$ cat src/rtl/vsaa_pkg.sv
// ----------------------------------------------------------------------------
// vsaa_pkg
// Shared types, constants and the area lookup for the voxel surface area
// accumulator.
// ----------------------------------------------------------------------------
package vsaa_pkg;

  // defaults for the top-level parameters
  localparam int MAX_OBJECTS_DEF = 16;
  localparam int LABEL_BITS_DEF  = 16;
  localparam int FRAC_BITS_DEF   = 16;
  localparam int ACC_BITS_DEF    = 48;

  // fixed field widths
  localparam int LABEL_IN_W = 16;
  localparam int NB_COUNT   = 6;
  localparam int OUT_AREA_W = 48;

  // operation codes
  typedef enum logic [1:0] {
    OP_LOAD  = 2'd0,
    OP_VOXEL = 2'd1,
    OP_READ  = 2'd2,
    OP_NOP   = 2'd3
  } op_e;

  // per-slot lane control, one beat of the match stage
  typedef struct packed {
    logic       hit;
    logic       clr;
    logic [5:0] mask;
  } lane_ctl_t;

  // neighbourhood configuration class for each same-label mask
  localparam logic [3:0] CONFIG_CLASS [64] = '{
    4'd0, 4'd1, 4'd1, 4'd2, 4'd1, 4'd2, 4'd2, 4'd4,
    4'd1, 4'd3, 4'd2, 4'd5, 4'd2, 4'd5, 4'd4, 4'd6,
    4'd1, 4'd2, 4'd3, 4'd5, 4'd2, 4'd4, 4'd5, 4'd6,
    4'd2, 4'd5, 4'd5, 4'd7, 4'd4, 4'd6, 4'd6, 4'd8,
    4'd1, 4'd2, 4'd2, 4'd4, 4'd3, 4'd5, 4'd5, 4'd6,
    4'd2, 4'd5, 4'd4, 4'd6, 4'd5, 4'd7, 4'd6, 4'd8,
    4'd2, 4'd4, 4'd5, 4'd6, 4'd5, 4'd6, 4'd7, 4'd8,
    4'd4, 4'd6, 4'd6, 4'd8, 4'd6, 4'd8, 4'd8, 4'd9
  };

  // area of each class, 32 fraction bits
  localparam logic [33:0] CLASS_AREA_Q32 [10] = '{
    34'd6746518852,
    34'd1919751452,
    34'd2879482230,
    34'd5726623061,
    34'd3410032767,
    34'd1919751452,
    34'd2879482230,
    34'd4294967296,
    34'd1919751452,
    34'd0
  };

  // area of a mask, rounded to frac fraction bits
  function automatic logic [33:0] class_area(input logic [5:0] mask, input int frac);
    logic [34:0] rnd;
    rnd = {1'b0, CLASS_AREA_Q32[CONFIG_CLASS[mask]]} + (35'd1 << (31 - frac));
    return 34'(rnd >> (32 - frac));
  endfunction

endpackage

$ cat src/rtl/vsaa_lane.sv
// ----------------------------------------------------------------------------
// vsaa_lane
// One object slot: area lookup for its mask, then a saturating accumulator
// with its saturation flag.
// ----------------------------------------------------------------------------
module vsaa_lane #(
  parameter int FRAC_BITS = vsaa_pkg::FRAC_BITS_DEF,
  parameter int ACC_BITS  = vsaa_pkg::ACC_BITS_DEF
) (
  input  logic                clk_i,
  input  logic                rst_ni,
  input  logic                adv_i,
  input  vsaa_pkg::lane_ctl_t ctl_i,
  output logic [ACC_BITS-1:0] acc_o,
  output logic                sat_o
);
  import vsaa_pkg::*;

  localparam int AREA_W = FRAC_BITS + 2;
  localparam int SUM_W  = ((ACC_BITS > AREA_W) ? ACC_BITS : AREA_W) + 1;

  logic [33:0]         area_full;
  logic [AREA_W-1:0]   area_q;
  logic                hit_q;
  logic                clr_q;
  logic [ACC_BITS-1:0] acc_q;
  logic                sat_q;
  logic [SUM_W-1:0]    sum;
  logic                ovf;

  assign area_full = class_area(ctl_i.mask, FRAC_BITS);

  // area lookup register
  always_ff @(posedge clk_i) begin
    if (adv_i) begin
      area_q <= area_full[AREA_W-1:0];
    end
  end

  assign sum = SUM_W'(acc_q) + SUM_W'(area_q);
  assign ovf = (sum[SUM_W-1:ACC_BITS] != '0);

  // control and accumulator
  always_ff @(posedge clk_i or negedge rst_ni) begin
    if (!rst_ni) begin
      hit_q <= 1'b0;
      clr_q <= 1'b0;
      acc_q <= '0;
      sat_q <= 1'b0;
    end else if (adv_i) begin
      hit_q <= ctl_i.hit;
      clr_q <= ctl_i.clr;
      if (clr_q) begin
        acc_q <= '0;
        sat_q <= 1'b0;
      end else if (hit_q) begin
        if (ovf) begin
          acc_q <= '1;
          sat_q <= 1'b1;
        end else begin
          acc_q <= sum[ACC_BITS-1:0];
        end
      end
    end
  end

  assign acc_o = acc_q;
  assign sat_o = sat_q;

  // flag only ever set together with a full accumulator
  assert property (@(posedge clk_i) disable iff (!rst_ni)
    sat_q |-> (&acc_q))
    else $error("saturation flag without full accumulator");

  // a load clears the slot
  assert property (@(posedge clk_i) disable iff (!rst_ni)
    adv_i && clr_q |=> (acc_q == '0) && !sat_q)
    else $error("slot not cleared by load");

endmodule

$ cat config.mk
export PLATFORM = sky130hd
export DESIGN_NAME = vsaa_lane
export DESIGN_NICKNAME = d
export VERILOG_FILES = /design/src/rtl/vsaa_pkg.sv /design/src/rtl/vsaa_lane.sv
export SDC_FILE = /design/constraint.sdc
export NUM_CORES = 1
export LEC_CHECK = 0
export BUFFER_PORTS_ARGS = -buffer_cell sky130_fd_sc_hd__buf_2
export CAP_MARGIN = 20
export CORE_UTILIZATION = 50
export CTS_CLUSTER_DIAMETER = 200
export DETAILED_ROUTE_END_ITERATION = 8
export GPL_TIMING_DRIVEN = 0
export PLACE_DENSITY_LB_ADDON = 0.1
export SLEW_MARGIN = 30
export SYNTH_ARGS = -nofsm -noshare
export SYNTH_HDL_FRONTEND = slang
export SYNTH_SLANG_ARGS = --single-unit
$ cat constraint.sdc
create_clock -name clk_i -period 6.7 [get_ports clk_i]
set_input_delay 2.01 -clock clk_i [delete_from_list [all_inputs] [get_ports clk_i]]
set_output_delay 2.01 -clock clk_i [all_outputs]
set_load 0.01 [all_outputs]
==> qor_table.md <==
| Group | Metric | Value |
|---|---|---|
| sta | Worst Tran Pin Value | 0.7113 ns |
| synthesis | Proportion of register bits with asynchronous set or reset after synthesis | 0.7391 |
| critical path | Top cell family by delay on the critical path | adder cells |
| layout | Net total in the final layout | 691 |
| detailed routing | DR vias | 4,776 |
| critical path | Element type at the critical path start | primary input |
| clocking | Root buffer selected by CTS | clkbuf_8 |
| synthesis | Count of state elements after synthesis | 69 |
| synthesis | Area contributors post-synth | dfrtp_1 (25%), edfxtp_1 (10%), ha_1 (7.7%) |
| floorplan | Total I/O pin count | 60 |
| placement | DP HPWL | 9782 µm |
| synthesis | Post-synth top area cell | dfrtp_1 |
| clocking | TritonCTS clock tree | yes |
| detailed routing | Starting DRT DRC Count | 317 |
| hold path | Worst min path class | reg2reg |
| layout | Ant diodes | 0 |
| synthesis | Top cell type's share of synthesized area | 0.2457 |
| sta | Max-slew violation total from the final report | 0 |
| sta | Relative slew slack | 0.5258 |
| layout | Share of final-layout standard cells stronger than drive strength 1 | 0.1843 |
| sta | Post-route clock period utilization | 0.7490 |
| synthesis | Number of flops mapped to enable cells by yosys | 18 |
| detailed routing | Total wire length | 13,430 µm |
| clocking | Hold Buf Count CTS | 0 |
| clocking | Number of CTS-inserted buffers | 9 |
| pwr | Worst supply voltage drop on vdd | 102.5 µV |
| floorplan | Core region area | 9910 µm² |
| clocking | Total of cells resized after clock tree synthesis | 0 |
| detailed routing | Number of nets with antenna violations after detailed routing | 0 |
| layout | Most frequent cells in the layout | nand2_1 (67), buf_2 (67), o21ai_0 (52) |
| critical path | Cell mode on critical path | ha_1 |
| layout | Number of cells in the finished layout apart from fillers | 784 |
| clocking | Clock latency on the worst-skew pair | 0.36 ns |
| synthesis | Part of the Yosys area used for sequential elements | 0.3497 |
| detailed routing | Ratio of routed vias to standard cells | 6.092 |
| placement | DP Worst Slack | 1.358 ns |
| grt | Total grt overflow | 0 |
| floorplan | Die boundary width | 103.9 µm |
| critical path | Combined buffer and inverter count along the critical path | 3 |
| sta | Setup repair after global routing missed its margin | no |
| critical path | Biggest cell delay along the critical path | 0.58 ns |
| sta | Worst-case clock skew | 0.01088 ns |
| sta | Post-layout minimum cycle time | 5.018 ns |
| detailed routing | Routed wire length per instance | 17.13 µm |
| pwr | Leak | 2.785 nW |
| placement | Cell total after placement | 769 |
| critical path | Cell with the largest stage delay on the worst path | mux4_2 |
| synthesis | Post-Synthesis Net Count | 622 |
| critical path | Arr. time, crit path | 5.20 ns |
| synthesis | Cells after Synth | 578 |
| detailed routing | DRC violations left | 0 |
| grt | Number of global-route vias before repair | 4,610 |
| synthesis | Netlist area before placement | 5195 µm² |
| clocking | Buffer levels on the longest clock path | 2 |
| synthesis | Number of warnings reported in the yosys synthesis log | 0 |
| sta | Max Fclk | 0.1993 GHz |
| layout | Filler cell count | 907 |
| clocking | Post-CTS clock slew at the launch and capture registers of the worst setup and hold paths | 0.07 ns |
| layout | Area growth from synthesis to layout | 12.64% |
| clocking | Buffers inserted by post-CTS timing repair | 0 |
| flow run | Reported max-cap violation count | 0 |
| status | Status | finished clean |
| clocking | Total clock sinks | 69 |
| floorplan | Die Height | 103.9 µm |
| grt | First-pass GRT wire length | 22,380 µm |
| floorplan | Starting density of the core | 0.5242 |
| grt | Initial antenna violation count | 0 |
| layout | Area taken by multi-input logic gates | 3110 µm² |
| synthesis | Primary flip-flop cell chosen by synthesis mapping | dfrtp_1 |
| sta | Setup violation total in the final timing report | 0 |
| grt | Global-route usage over all layers | 0.2567 |
| floorplan | Total die area | 10,800 µm² |
| floorplan | Site Rows | 36 |
| synthesis | Mapped Avg Cell Area | 8.988 µm² |
| critical path | Critical path data required time | 6.88 ns |
| clocking | Level count of the clock H-tree | 3 |
| synthesis | Post-synth cell types | 85 |
| critical path | Critical path cell sequence | buf_2 -> inv_1 -> ha_1 -> inv_1 -> o211a_1 -> a21o_1 -> mux4_2 -> ha_1 -> a31oi_1 -> ha_1 -> and3b_1 -> nand3_1 -> xnor2_1 -> o31ai_1 |
| pwr | P per Cell Area | 265.3 nW/µm² |
| critical path | Maximum net fanout on the critical path | 8 |
| critical path | Worst Setup Path Type | in2reg |
| placement | IO buf count | 58 |
| sta | Endpoints failing hold | 0 |
| sta | Sum of negative setup slack | 0 ns |
| critical path | Nature of the critical path endpoint | register |
| layout | Sequential standard cell area | 1817 µm² |
| placement | Routability cong. | 0.9094 |
| sta | Hold_ws | 0.5108 ns |
| sta | Smallest setup slack after layout | 1.682 ns |
| detailed routing | Drt first pass iters | 5 |
| pwr | Total Power Consumption | 1.553 mW |
| grt | Largest net degree at the start of global routing | 52 |
per-stage QoR:
step / util / instance area (µm²)
6_report: 0.5905 / 5852
5_1_grt: 0.5905 / 5852
4_1_cts: 0.5905 / 5852
3_5_place_dp: 0.5706 / 5654
3_3_place_gp: 0.5703 / 5652
2_1_floorplan: - / 5195
worst register-to-register path: stages, from the launching register on:
cell and delay (ns):
dfrtp_1 0.41, ha_1 0.25, fa_1 0.40, a21oi_1 0.28, o2111ai_2 0.24, o211a_1 0.27
o211ai_2 0.27, a211o_1 0.19, buf_2 0.24, o21ai_0 0.16, a22o_1 0.22
power by group:
part	internal, mW	leakage [nW]	total (mW)	switching (mW)
registers	0.496	0.872	0.545	0.0488
clock network	0.186	0.101	0.345	0.159
logic	0.259	1.81	0.663	0.404
sequential cells by signal (all words and copies together), names as in the netlist:
| signal | cells |
|---|---|
| acc_o | 48 |
| area_q | 18 |
| clr_q | 1 |
| hit_q | 1 |
| sat_o | 1 |
final cells by class:
type | instances | share of cell area
inverter | 25 | 0.01604
buffer | 31 | 0.02972
sequential | 69 | 0.3105
multi-input combinational | 453 | 0.5315
clock buffer | 15 | 0.03378
timing repair buffer | 58 | 0.05003
tap | 133 | 0.02844
path summary, 6_finish.rpt:
path / startpoint / endpoint / slack (ns) / depth (start not counted)
worst min register to register: acc_o[2] / acc_o[2] / 0.51 / 2
worst min-delay path: acc_o[2] / acc_o[2] / 0.51 / 2
worst max register to register: acc_o[0] / acc_o[14] / 3.63 / 10
max in group asynchronous: rst_ni / acc_o[17] / 4.55 / 1
min in group asynchronous: rst_ni / acc_o[37] / 1.69 / 1
worst max-delay path: ctl_i[0] / area_q[3] / 1.68 / 14
cells by family (layout without fill, tap and decap cells):
logic type | Yosys count | count (layout) | synth area share
AO/OA/AOI/OAI | 203 | 203 | 0.2743
XOR/XNOR | 18 | 18 | 0.03035
adder cells (fa/ha/maj) | 33 | 33 | 0.08092
flip-flops | 69 | 69 | 0.3497
multiplexers | 8 | 8 | 0.01854
other | 1 | 1 | 0.0007219
buffers and inverters | 56 | 129 | 0.05154
AND/OR/NAND/NOR | 190 | 190 | 0.1939
layer usage:
| layer | wire length [µm] | track usage | part of all wire | vias up |
|---|---|---|---|---|
| met5 | 0 | 0 | 0 | - |
| li1 | - | - | - | 2299 |
| met4 | 416 | 0.1327 | 0.031 | 0 |
| met2 | 6580 | 0.4324 | 0.49 | 159 |
| met3 | 625 | 0.03697 | 0.047 | 31 |
| met1 | 5803 | 0.3198 | 0.43 | 2287 |
synth_stat cells (all sizes together) (2+ instances only):
library cell	instances
nor2	32
o211a	3
nor3b	2
a2bb2oi	2
o21a	4
a21oi	32
a22o	10
mux2	3
o31ai	7
o311ai	8
and2	7
edfxtp	18
o21ai	59
a41o	2
nor2b	7
buf	18
a21o	21
or4	4
nand2	68
xor2	10
o211ai	7
nor3	7
a2111oi	2
nand2b	5
nand4	14
clkbuf	13
mux2i	4
a211oi	10
inv	25
o2bb2ai	4
dfrtp	51
and3	7
xnor2	8
a31oi	13
o22a	3
nor4	2
or2	3
a311oi	3
or3	4
nand3	23
ha	32
a211o	3
Power figures use the tool's default switching activity.
